**config.mk**
```make
export PLATFORM = sky130hd
export DESIGN_NAME = line_gradient_color_interp
export DESIGN_NICKNAME = d
export VERILOG_FILES = /design/src/design/lgci_pkg.sv /design/src/design/line_gradient_color_interp.sv /design/src/design/lgci_front.sv /design/src/design/lgci_div.sv /design/src/design/lgci_blend.sv
export SDC_FILE = /design/constraint.sdc
export NUM_CORES = 2
export LEC_CHECK = 0
export BUFFER_PORTS_ARGS = -buffer_cell sky130_fd_sc_hd__buf_2
export CELL_PAD_IN_SITES_DETAIL_PLACEMENT = 0
export CELL_PAD_IN_SITES_GLOBAL_PLACEMENT = 1
export CORE_UTILIZATION = 55
export CTS_CLUSTER_SIZE = 10
export DETAILED_ROUTE_END_ITERATION = 8
export PLACE_DENSITY_LB_ADDON = 0.1
export REMOVE_ABC_BUFFERS = 1
export SYNTH_ARGS = -nofsm -noshare
export SYNTH_HDL_FRONTEND = slang
export SYNTH_HIERARCHICAL = 1
export SYNTH_SLANG_ARGS = --single-unit
```
**constraint.sdc**
```tcl
create_clock -name clk_i -period 122.3 [get_ports clk_i]
set_input_delay 0 -clock clk_i [delete_from_list [all_inputs] [get_ports clk_i]]
set_output_delay 0 -clock clk_i [all_outputs]
set_load 0.01 [all_outputs]
```
**src/design/lgci_pkg.sv**
```systemverilog
package lgci_pkg;

  // Coordinate and fraction formats.
  localparam int COORD_BITS = 16;
  localparam int FRAC_BITS  = 16;
  localparam int DIFF_W     = COORD_BITS + 1;
  localparam int F_W        = FRAC_BITS + 1;
  localparam int CHAN_W     = 8;
  localparam int NUM_CHAN   = 3;
  localparam int COLOR_W    = CHAN_W * NUM_CHAN;
  localparam int PROD_W     = CHAN_W + F_W;

  localparam logic [F_W-1:0] F_ONE = {1'b1, {FRAC_BITS{1'b0}}};

  // Per-beat side information that rides along the divider.
  typedef struct packed {
    logic [COLOR_W-1:0] src;
    logic [COLOR_W-1:0] dst;
    logic               frc;
    logic               frc_one;
  } meta_t;

endpackage

```
**src/design/line_gradient_color_interp.sv**
```systemverilog
// Linear RGB color interpolation for the pixels of a rasterized line.
// Input channel: in_valid_i / in_ready_o carry one beat per pixel with the
// line's start and end points, the pixel position, the start, end and current
// colors and the major-axis flag. Output channel: out_valid_o / out_ready_i
// carry one beat with the blended RGB888 color, one per input beat, in order.
// The fraction along the major axis is produced by a restoring divider that
// resolves one quotient bit per pipeline stage, so its depth follows FRAC_BITS.
// The pipeline is 3 front stages, FRAC_BITS divider stages and 2 blend stages.
// Throughput is one beat per cycle while the output is not stalled; every
// stage holds at most one beat.
// When the receiver stalls a pending result, the whole pipeline holds in place
// and in_ready_o drops; nothing is lost or repeated, and it resumes on the
// cycle the result is taken. Reset clears every stage valid bit, so the block
// comes out of reset empty and ready; data registers are not reset.
module line_gradient_color_interp (
  input  logic                             clk_i,
  input  logic                             rst_ni,
  input  logic                             in_valid_i,
  output logic                             in_ready_o,
  input  logic [lgci_pkg::COORD_BITS-1:0]  src_x_i,
  input  logic [lgci_pkg::COORD_BITS-1:0]  src_y_i,
  input  logic [lgci_pkg::COORD_BITS-1:0]  dst_x_i,
  input  logic [lgci_pkg::COORD_BITS-1:0]  dst_y_i,
  input  logic [lgci_pkg::COORD_BITS-1:0]  cur_x_i,
  input  logic [lgci_pkg::COORD_BITS-1:0]  cur_y_i,
  input  logic [lgci_pkg::COLOR_W-1:0]     src_color_i,
  input  logic [lgci_pkg::COLOR_W-1:0]     dst_color_i,
  input  logic [lgci_pkg::COLOR_W-1:0]     cur_color_i,
  input  logic                             x_major_i,
  output logic                             out_valid_o,
  input  logic                             out_ready_i,
  output logic [lgci_pkg::COLOR_W-1:0]     pixel_color_o
);
  import lgci_pkg::*;

  logic              adv;
  logic              fr_vld, div_vld;
  logic [DIFF_W-1:0] fr_nm, fr_dm;
  meta_t             fr_meta, div_meta;
  logic [F_W-1:0]    div_f;

  // The pipeline moves as one: it advances unless a finished result is
  // waiting at the output register and the receiver is not taking it.
  assign adv        = !out_valid_o || out_ready_i;
  assign in_ready_o = adv;

  // Axis selection, differences, magnitudes and the cases that need no
  // division (color already at the end, zero span, before start, past end).
  lgci_front u_front (
    .clk_i       (clk_i),
    .rst_ni      (rst_ni),
    .adv_i       (adv),
    .in_valid_i  (in_valid_i),
    .src_x_i     (src_x_i),
    .src_y_i     (src_y_i),
    .dst_x_i     (dst_x_i),
    .dst_y_i     (dst_y_i),
    .cur_x_i     (cur_x_i),
    .cur_y_i     (cur_y_i),
    .src_color_i (src_color_i),
    .dst_color_i (dst_color_i),
    .cur_color_i (cur_color_i),
    .x_major_i   (x_major_i),
    .valid_o     (fr_vld),
    .nm_o        (fr_nm),
    .dm_o        (fr_dm),
    .meta_o      (fr_meta)
  );

  // Fraction in Q1.FRAC_BITS; a pixel whose color is already the end color
  // is forced to one, which makes the blend return the end color exactly.
  lgci_div u_div (
    .clk_i   (clk_i),
    .rst_ni  (rst_ni),
    .adv_i   (adv),
    .valid_i (fr_vld),
    .nm_i    (fr_nm),
    .dm_i    (fr_dm),
    .meta_i  (fr_meta),
    .valid_o (div_vld),
    .f_o     (div_f),
    .meta_o  (div_meta)
  );

  // Per-channel blend: products in one stage, sum and truncation in the
  // output register stage.
  lgci_blend u_blend (
    .clk_i   (clk_i),
    .rst_ni  (rst_ni),
    .adv_i   (adv),
    .valid_i (div_vld),
    .f_i     (div_f),
    .src_i   (div_meta.src),
    .dst_i   (div_meta.dst),
    .valid_o (out_valid_o),
    .color_o (pixel_color_o)
  );

`ifndef NO_ASSERTIONS
  // The fraction never exceeds one.
  a_f_range: assert property (@(posedge clk_i) disable iff (!rst_ni)
    div_vld |-> (div_f <= F_ONE))
    else $error("fraction above one");

  // A real division only happens for numerator below denominator.
  a_quot_below_one: assert property (@(posedge clk_i) disable iff (!rst_ni)
    (div_vld && !div_meta.frc) |-> (div_f < F_ONE))
    else $error("quotient reached one");

  // Input is refused only while a result waits at the output.
  a_stall_cause: assert property (@(posedge clk_i) disable iff (!rst_ni)
    !in_ready_o |-> out_valid_o)
    else $error("input stalled with no pending output");
`endif

endmodule

```
**src/design/lgci_front.sv**
```systemverilog
module lgci_front (
  input  logic                             clk_i,
  input  logic                             rst_ni,
  input  logic                             adv_i,
  input  logic                             in_valid_i,
  input  logic [lgci_pkg::COORD_BITS-1:0]  src_x_i,
  input  logic [lgci_pkg::COORD_BITS-1:0]  src_y_i,
  input  logic [lgci_pkg::COORD_BITS-1:0]  dst_x_i,
  input  logic [lgci_pkg::COORD_BITS-1:0]  dst_y_i,
  input  logic [lgci_pkg::COORD_BITS-1:0]  cur_x_i,
  input  logic [lgci_pkg::COORD_BITS-1:0]  cur_y_i,
  input  logic [lgci_pkg::COLOR_W-1:0]     src_color_i,
  input  logic [lgci_pkg::COLOR_W-1:0]     dst_color_i,
  input  logic [lgci_pkg::COLOR_W-1:0]     cur_color_i,
  input  logic                             x_major_i,
  output logic                             valid_o,
  output logic [lgci_pkg::DIFF_W-1:0]      nm_o,
  output logic [lgci_pkg::DIFF_W-1:0]      dm_o,
  output lgci_pkg::meta_t                  meta_o
);
  import lgci_pkg::*;

  logic [COORD_BITS-1:0] st_c, en_c, cu_c;
  logic signed [DIFF_W-1:0] num_d, den_d;

  logic                     s1_vld_q, s2_vld_q, s3_vld_q;
  logic signed [DIFF_W-1:0] s1_num_q, s1_den_q;
  logic                     s1_keep_q;
  logic [COLOR_W-1:0]       s1_src_q, s1_dst_q, s2_src_q, s2_dst_q;
  logic [DIFF_W-1:0]        s2_nm_q, s2_dm_q, s3_nm_q, s3_dm_q;
  logic                     s2_one_q, s2_zero_q;
  logic                     ge_c;
  meta_t                    s3_meta_q;

  // Stage 1: pick the major axis and take both differences.
  always_comb begin
    st_c  = x_major_i ? src_x_i : src_y_i;
    en_c  = x_major_i ? dst_x_i : dst_y_i;
    cu_c  = x_major_i ? cur_x_i : cur_y_i;
    num_d = $signed({cu_c[COORD_BITS-1], cu_c}) - $signed({st_c[COORD_BITS-1], st_c});
    den_d = $signed({en_c[COORD_BITS-1], en_c}) - $signed({st_c[COORD_BITS-1], st_c});
  end

  assign ge_c = s2_nm_q >= s2_dm_q;

  always_ff @(posedge clk_i or negedge rst_ni) begin
    if (!rst_ni) begin
      s1_vld_q <= 1'b0;
      s2_vld_q <= 1'b0;
      s3_vld_q <= 1'b0;
    end else if (adv_i) begin
      s1_vld_q <= in_valid_i;
      s2_vld_q <= s1_vld_q;
      s3_vld_q <= s2_vld_q;
    end
  end

  always_ff @(posedge clk_i) begin
    if (adv_i) begin
      s1_num_q  <= num_d;
      s1_den_q  <= den_d;
      s1_keep_q <= (cur_color_i == dst_color_i);
      s1_src_q  <= src_color_i;
      s1_dst_q  <= dst_color_i;

      // Stage 2: magnitudes and the cases that need no division.
      s2_nm_q   <= s1_num_q[DIFF_W-1] ? DIFF_W'(-s1_num_q) : DIFF_W'(s1_num_q);
      s2_dm_q   <= s1_den_q[DIFF_W-1] ? DIFF_W'(-s1_den_q) : DIFF_W'(s1_den_q);
      s2_one_q  <= s1_keep_q || (s1_den_q == '0);
      s2_zero_q <= (s1_num_q == '0) || (s1_num_q[DIFF_W-1] != s1_den_q[DIFF_W-1]);
      s2_src_q  <= s1_src_q;
      s2_dst_q  <= s1_dst_q;

      // Stage 3: a pixel at or past the end saturates to one, one before the start to zero.
      s3_nm_q           <= s2_nm_q;
      s3_dm_q           <= s2_dm_q;
      s3_meta_q.src     <= s2_src_q;
      s3_meta_q.dst     <= s2_dst_q;
      s3_meta_q.frc     <= s2_one_q || s2_zero_q || ge_c;
      s3_meta_q.frc_one <= s2_one_q || (!s2_zero_q && ge_c);
    end
  end

  assign valid_o = s3_vld_q;
  assign nm_o    = s3_nm_q;
  assign dm_o    = s3_dm_q;
  assign meta_o  = s3_meta_q;

endmodule

```
**src/design/lgci_div.sv**
```systemverilog
module lgci_div (
  input  logic                        clk_i,
  input  logic                        rst_ni,
  input  logic                        adv_i,
  input  logic                        valid_i,
  input  logic [lgci_pkg::DIFF_W-1:0] nm_i,
  input  logic [lgci_pkg::DIFF_W-1:0] dm_i,
  input  lgci_pkg::meta_t             meta_i,
  output logic                        valid_o,
  output logic [lgci_pkg::F_W-1:0]    f_o,
  output lgci_pkg::meta_t             meta_o
);
  import lgci_pkg::*;

  logic                 vld_q  [FRAC_BITS];
  logic [DIFF_W-1:0]    rem_q  [FRAC_BITS];
  logic [DIFF_W-1:0]    dm_q   [FRAC_BITS];
  logic [FRAC_BITS-1:0] quo_q  [FRAC_BITS];
  meta_t                meta_q [FRAC_BITS];

  // One restoring step per stage, most significant quotient bit first.
  for (genvar k = 0; k < FRAC_BITS; k++) begin : g_step
    logic                 vld_in;
    logic [DIFF_W-1:0]    rem_in, dm_in;
    logic [FRAC_BITS-1:0] quo_in;
    meta_t                meta_in;
    logic [DIFF_W:0]      r2, diff;
    logic                 take;

    if (k == 0) begin : g_first
      assign vld_in  = valid_i;
      assign rem_in  = nm_i;
      assign dm_in   = dm_i;
      assign quo_in  = '0;
      assign meta_in = meta_i;
    end else begin : g_next
      assign vld_in  = vld_q[k-1];
      assign rem_in  = rem_q[k-1];
      assign dm_in   = dm_q[k-1];
      assign quo_in  = quo_q[k-1];
      assign meta_in = meta_q[k-1];
    end

    assign r2   = {rem_in, 1'b0};
    assign diff = r2 - {1'b0, dm_in};
    assign take = r2 >= {1'b0, dm_in};

    always_ff @(posedge clk_i or negedge rst_ni) begin
      if (!rst_ni) begin
        vld_q[k] <= 1'b0;
      end else if (adv_i) begin
        vld_q[k] <= vld_in;
      end
    end

    always_ff @(posedge clk_i) begin
      if (adv_i) begin
        rem_q[k]  <= take ? diff[DIFF_W-1:0] : r2[DIFF_W-1:0];
        dm_q[k]   <= dm_in;
        quo_q[k]  <= {quo_in[FRAC_BITS-2:0], take};
        meta_q[k] <= meta_in;
      end
    end
  end

  assign valid_o = vld_q[FRAC_BITS-1];
  assign meta_o  = meta_q[FRAC_BITS-1];
  assign f_o     = meta_q[FRAC_BITS-1].frc
                   ? (meta_q[FRAC_BITS-1].frc_one ? F_ONE : '0)
                   : {1'b0, quo_q[FRAC_BITS-1]};

endmodule

```
**src/design/lgci_blend.sv**
```systemverilog
module lgci_blend (
  input  logic                         clk_i,
  input  logic                         rst_ni,
  input  logic                         adv_i,
  input  logic                         valid_i,
  input  logic [lgci_pkg::F_W-1:0]     f_i,
  input  logic [lgci_pkg::COLOR_W-1:0] src_i,
  input  logic [lgci_pkg::COLOR_W-1:0] dst_i,
  output logic                         valid_o,
  output logic [lgci_pkg::COLOR_W-1:0] color_o
);
  import lgci_pkg::*;

  logic [F_W-1:0]     inv_c;
  logic               p_vld_q, o_vld_q;
  logic [PROD_W-1:0]  ps_q [NUM_CHAN];
  logic [PROD_W-1:0]  pd_q [NUM_CHAN];
  logic [COLOR_W-1:0] color_d, color_q;
  logic [PROD_W:0]    sum_c [NUM_CHAN];

  assign inv_c = F_ONE - f_i;

  always_comb begin
    for (int c = 0; c < NUM_CHAN; c++) begin
      sum_c[c] = {1'b0, ps_q[c]} + {1'b0, pd_q[c]};
      color_d[c*CHAN_W +: CHAN_W] = sum_c[c][FRAC_BITS +: CHAN_W];
    end
  end

  always_ff @(posedge clk_i or negedge rst_ni) begin
    if (!rst_ni) begin
      p_vld_q <= 1'b0;
      o_vld_q <= 1'b0;
    end else if (adv_i) begin
      p_vld_q <= valid_i;
      o_vld_q <= p_vld_q;
    end
  end

  always_ff @(posedge clk_i) begin
    if (adv_i) begin
      for (int c = 0; c < NUM_CHAN; c++) begin
        ps_q[c] <= PROD_W'(src_i[c*CHAN_W +: CHAN_W]) * PROD_W'(inv_c);
        pd_q[c] <= PROD_W'(dst_i[c*CHAN_W +: CHAN_W]) * PROD_W'(f_i);
      end
      color_q <= color_d;
    end
  end

  assign valid_o = o_vld_q;
  assign color_o = color_q;

endmodule

```
[Word level (Yosys, flattened, before mapping)]
Memory sizes are Yosys's and may differ from the RTL's.
Cells that the tools add are included.
Word-level totals
  bits of input ports: 173
  output and inout bits: 26
  register bits after elaboration: 296
  memories: 6
  RAM bits: 1750
  logic and storage cells: 132
Memory list
  u_div.meta_q: words 16, width 50, read ports 16, clocked after Yosys merged registers in 0, write ports 16, RTL line lgci_div.sv:19  | meta_t meta_q [FRAC_BITS];
  u_div.dm_q: words 16, width 17, read ports 15, clocked after Yosys merged registers in 0, write ports 16, RTL line lgci_div.sv:17  | logic [DIFF_W-1:0] dm_q [FRAC_BITS];
  u_div.rem_q: words 16, width 17, read ports 15, clocked after Yosys merged registers in 0, write ports 16, RTL line lgci_div.sv:16  | logic [DIFF_W-1:0] rem_q [FRAC_BITS];
  u_div.quo_q: words 16, width 16, read ports 16, clocked after Yosys merged registers in 0, write ports 16, RTL line lgci_div.sv:18  | logic [FRAC_BITS-1:0] quo_q [FRAC_BITS];
  u_blend.pd_q: words 3, width 25, read ports 3, clocked after Yosys merged registers in 0, write ports 3, RTL line lgci_blend.sv:17  | logic [PROD_W-1:0] pd_q [NUM_CHAN];
  u_blend.ps_q: words 3, width 25, read ports 3, clocked after Yosys merged registers in 0, write ports 3, RTL line lgci_blend.sv:16  | logic [PROD_W-1:0] ps_q [NUM_CHAN];
Cells by class
  reductions and logical operators: 11
  order comparisons: 17
  $add $sub $neg: 24
  muxes and demuxes: 25
  multiply operators: 6
  eq/ne operators: 2
Operator list (number)
  $mux 17: 18
  $ge 18x17->1: 16
  $sub 17x17->17: 16
  $mul 8x17->25: 6
  $mux 16: 5
  $add 24x24->24: 3
  $logic_not 17->1: 2
  $neg 17->17: 2
  $sub 16x16->17: 2
  $eq 24x24->1: 1
  $ge 17x17->1: 1
  $sub 17x17->17 const A: 1
  $logic_or 1x1->1: 6
  $logic_not 1->1: 2
  $mux 1: 2
  $logic_and 1x1->1: 1
  $ne 1x1->1: 1

[Longest topological paths before layout]
An unclocked memory read counts as a cell.
  depth in word-level cells: 5
  mapped depth: 28
  mapped depth without buffers: 25

[By module]
The synthesis kept the hierarchy.
By module, submodules not included
  lgci_div: cells each 3757, times used 1, area each 59338.2 µm², sequential area each 43822.0 µm²
  lgci_blend: cells each 3362, times used 1, area each 32062.0 µm², sequential area each 5094.9 µm²
  lgci_front: cells each 727, times used 1, area each 11108.2 µm², sequential area each 7612.3 µm²
  line_gradient_color_interp: cells each 1, times used 1, area each 6.3 µm², sequential area each 0.0 µm²

[Worst setup path before layout]
Ideal clock, no wire load.
  kind: input -> register
  start: input out_ready_i
  end: register u_blend.p_vld_q
  data arrival time: 49.997 ns
  path buffers: 0
  slack: 72.086 ns
  data required time: 122.082 ns
  library setup time: 0.218 ns
  stages: 2
  cell sequence: nand2b_1 -> mux2_2
Between the ends
  word-level cells in the longest chain between the ends: 1
RTL lines
  start, declared: RTL line line_gradient_color_interp.sv:31  | input logic out_ready_i,
  $logic_or 1x1->1: RTL line line_gradient_color_interp.sv:44  | assign adv = !out_valid_o || out_ready_i;
  end signal, assigned: RTL line lgci_blend.sv:35  | p_vld_q <= valid_i;
  end, declared: RTL line lgci_blend.sv:15  | logic p_vld_q, o_vld_q;
No other way between the ends.
A chain may end at the register's enable or synchronous reset.

==> flow_metrics.env <==
export IMPL_place_area_um2=107000
export IMPL_status="finished clean"
export IMPL_yosysWarnings=6
export IMPL_clk_latency_ps=870
export IMPL_critical_path_buf_inv_count=2
export IMPL_start_kind="flop"
export IMPL_numClockSinks=1886
export IMPL_setup_viol=0
export IMPL_tightest_slew_ps=1210
export IMPL_numCtsBuffers=212
export IMPL_cp_max_fo=27
export IMPL_grt_use_total_pct=21.4
export IMPL_drive_above_1_share_pct=8.67
export IMPL_antenna_found_initial=2
export IMPL_cp_slowest_cell="edfxtp_1"
export IMPL_core_region_area_um2=185000
export IMPL_slew_headroom_pct=19.2
export IMPL_grt_pass1_vias=59300
export IMPL_yosys_area_top_type="edfxtp_1"
export IMPL_cp_top_family="adder cells"
export IMPL_synth_main_ff_cell="edfxtp_1"
export IMPL_ant_nets=0
export IMPL_arrival_ps=8530
export IMPL_worstHoldPathType="input pin to flop"
export IMPL_die_w_um=434
export IMPL_max_freq_mhz=127
export IMPL_final_min_clock_period_ps=7850
export IMPL_async_flop_share_pct=1.11
export IMPL_synthMuxAreaShare_pct=2.04
export IMPL_synthAdderAreaFrac_pct=18.7
export IMPL_synth_top_area_share_pct=54.6
export IMPL_worstSetupEndpointType="flop"
export IMPL_seq_area_frac_synth_pct=55.1
export IMPL_gp_congestion=0.878
export IMPL_overflow=0
export IMPL_yosysMostFrequentCell="edfxtp_1"
export IMPL_synth_cells=7847
export IMPL_skew_ps=91.5
export IMPL_initial_core_util_pct=55.3
export IMPL_syn2layout_area_growth_pct=11.7
export IMPL_cts_tree="yes"
export IMPL_finalMaxSlewViolations=0
export IMPL_die_h_um=434
export IMPL_cts_setup_buffers=0
export IMPL_synth_area_um2=103000
export IMPL_synth_compound_area_share_pct=6.98
export IMPL_tns_ps=0
export IMPL_cp_data_required_time_ps=122980
export IMPL_synth_common_cells="1865 x edfxtp_1, 984 x inv_1, 649 x ha_1"
export IMPL_synth_edff_count=1865
export IMPL_clockBufferDepth=3
export IMPL_initialDrtViolationCount=3381
export IMPL_syn_avg_cell_area_um2=13.1
export IMPL_synth_xor_area_share_pct=3.73
export IMPL_final_area_um2=114000
export IMPL_wl_per_cell_um=18.2
export IMPL_h_tree_depth=4
export IMPL_ys_types=88
export IMPL_route_vias_total=57800
export IMPL_grt_max_degree=199
export IMPL_synth_top_cells_by_area="edfxtp_1 55%, fa_1 11%, ha_1 7.9%"
export IMPL_critical_path_max_stage_delay_ps=980
export IMPL_clk_pin_slew_ps=60
export IMPL_finalWirelength_um=198000
export IMPL_ios=199
export IMPL_post_route_period_util_pct=6.42
export IMPL_hpwlAfterDp_um=139000
export IMPL_setup_ws_ps=114450
export IMPL_drv_cap=0
export IMPL_rsz0062_at_grt="false"
export IMPL_drt_pass1_iterations=5
export IMPL_via_per_inst=5.32
export IMPL_fp_row_count=158
export IMPL_final_nets=9701
export IMPL_cts_root_buf="clkbuf_16"
export IMPL_synth_simple_gate_area_share_pct=9.10
export IMPL_worst_setup_path_type="flop to flop"
export IMPL_synth_top_family_by_area="adder cells"
export IMPL_dp_worst_setup_slack_ps=114440
export IMPL_final_hold_viol_count=0
export IMPL_ys_ff_latch=1886
export IMPL_path_cells="nor2b_2 > or3_1 > nor3_1 > nand2b_1 > nand2b_1 > xor2_2 > and2_1 > fa_1 > fa_1 > fa_1 > inv_1 > fa_1 > inv_1 > ha_1 > a21o_1 > a21o_1 > a21o_1 > a21o_1 > a21oi_1 > o21ai_0 > o211a_1 > nand4_1"
export IMPL_post_route_drc_count=0
export IMPL_io_buffers=198
export IMPL_die_area_um2=188000
export IMPL_grt_first_pass_wirelength_um=318000
==> layer usage <==
layer / vias up / routed length (um) / GRT usage (%)
met2: 913 / 98900 / 37.1
met4: 0 / 6130 / 7.18
met5: - / 0 / 0
met3: 285 / 6220 / 2.82
li1: 28100 / - / -
met1: 28500 / 86500 / 27.9
==> sequential cells by signal (all words and copies together) (netlist names), 15 cells and up <==
name and count:
u_div/meta_q 800, u_div/dm_q 255, u_div/rem_q 255, u_div/quo_q 136
u_blend/pd_q 72, u_blend/ps_q 72, u_front/meta_o 50, u_blend/color_o 24
u_front/s1_dst_q 24, u_front/s1_src_q 24, u_front/s2_dst_q 24, u_front/s2_src_q 24
u_front/dm_o 17, u_front/nm_o 17, u_front/s1_den_q 17, u_front/s1_num_q 17
u_front/s2_dm_q 17, u_front/s2_nm_q 17, u_div/g_step.vld_in 15
==> logic make-up after synthesis <==
kind of cell               count (synthesis)
DFF                                     1886
adders and majority gates               1200
and+or+nand+nor                         1841
xor gates and xnor gates                 436
buffers and inverters                   1178
muxes                                    187
AOI/OAI and AO/OA                       1119
==> tightest hold or removal path, cell delays in order <==
cell     delay (ps)
buf_2            80
mux2i_1         110
ha_1            310
a21oi_1         150
nand3_1          90
==> layout make-up <==
class / instances / area, um2
fill: 14400 / 70800
sequential: 1886 / 56500
multi-input combinational: 4783 / 41600
clock buffer: 241 / 5420
inverter: 984 / 3690
timing repair buffer: 461 / 3530
tap: 2480 / 3100
clock inverter: 28 / 557
antenna: 2 / 5.00
==> per-stage QoR <==
step | hold slack (ps) | std cells | util, %
2_1_floorplan | -296 | 7653 | -
3_3_place_gp | -38.9 | 10400 | 57.5
3_5_place_dp | -26.5 | 10400 | 57.5
4_1_cts | 10.0 | 10900 | 61.8
5_1_grt | 70.0 | 10900 | 61.8
6_report | 73.9 | 10900 | 61.8
==> final timing paths <==
path,startpoint,endpoint,slack [ps],cells after the start
setup reg to reg,u_div/meta_q[7][51]$_DFFE_PP_,u_blend/ps_q[0][73]$_DFFE_PP_,114450,22
hold reg to reg,u_div/meta_q[0][14]$_DFFE_PP_,u_div/meta_q[0][64]$_DFFE_PP_,380,0
hold / removal,src_y_i[8],u_front/s1_den_q[9]$_DFFE_PP_,70,5
max in group asynchronous,rst_ni,u_div/g_step[3].vld_in$_DFFE_PN0P_,121350,3
setup / recovery,u_div/meta_q[7][51]$_DFFE_PP_,u_blend/ps_q[0][73]$_DFFE_PP_,114450,22
min in group asynchronous,rst_ni,u_div/g_step[14].vld_in$_DFFE_PN0P_,380,3
==> layout by cell type (no fill, tap or decap), types with 232 or more instances in the layout <==
cell type and count:
edfxtp_1 1865, nand2_1 538, nor2_1 295, and2_1 547
a21oi_1 334, o21ai_0 232, xnor2_1 295, inv_1 984
ha_1 649, fa_1 551
==> what timing repair did <==
item / in CTS / in global routing
hold buffers: 199 / 0
endpoints found under the hold margin: 147 / 0
gates resized for setup: 0 / 0
Power is not shown: default switching activity piles up to over one toggle a cycle in this logic, so the estimate is an artifact.
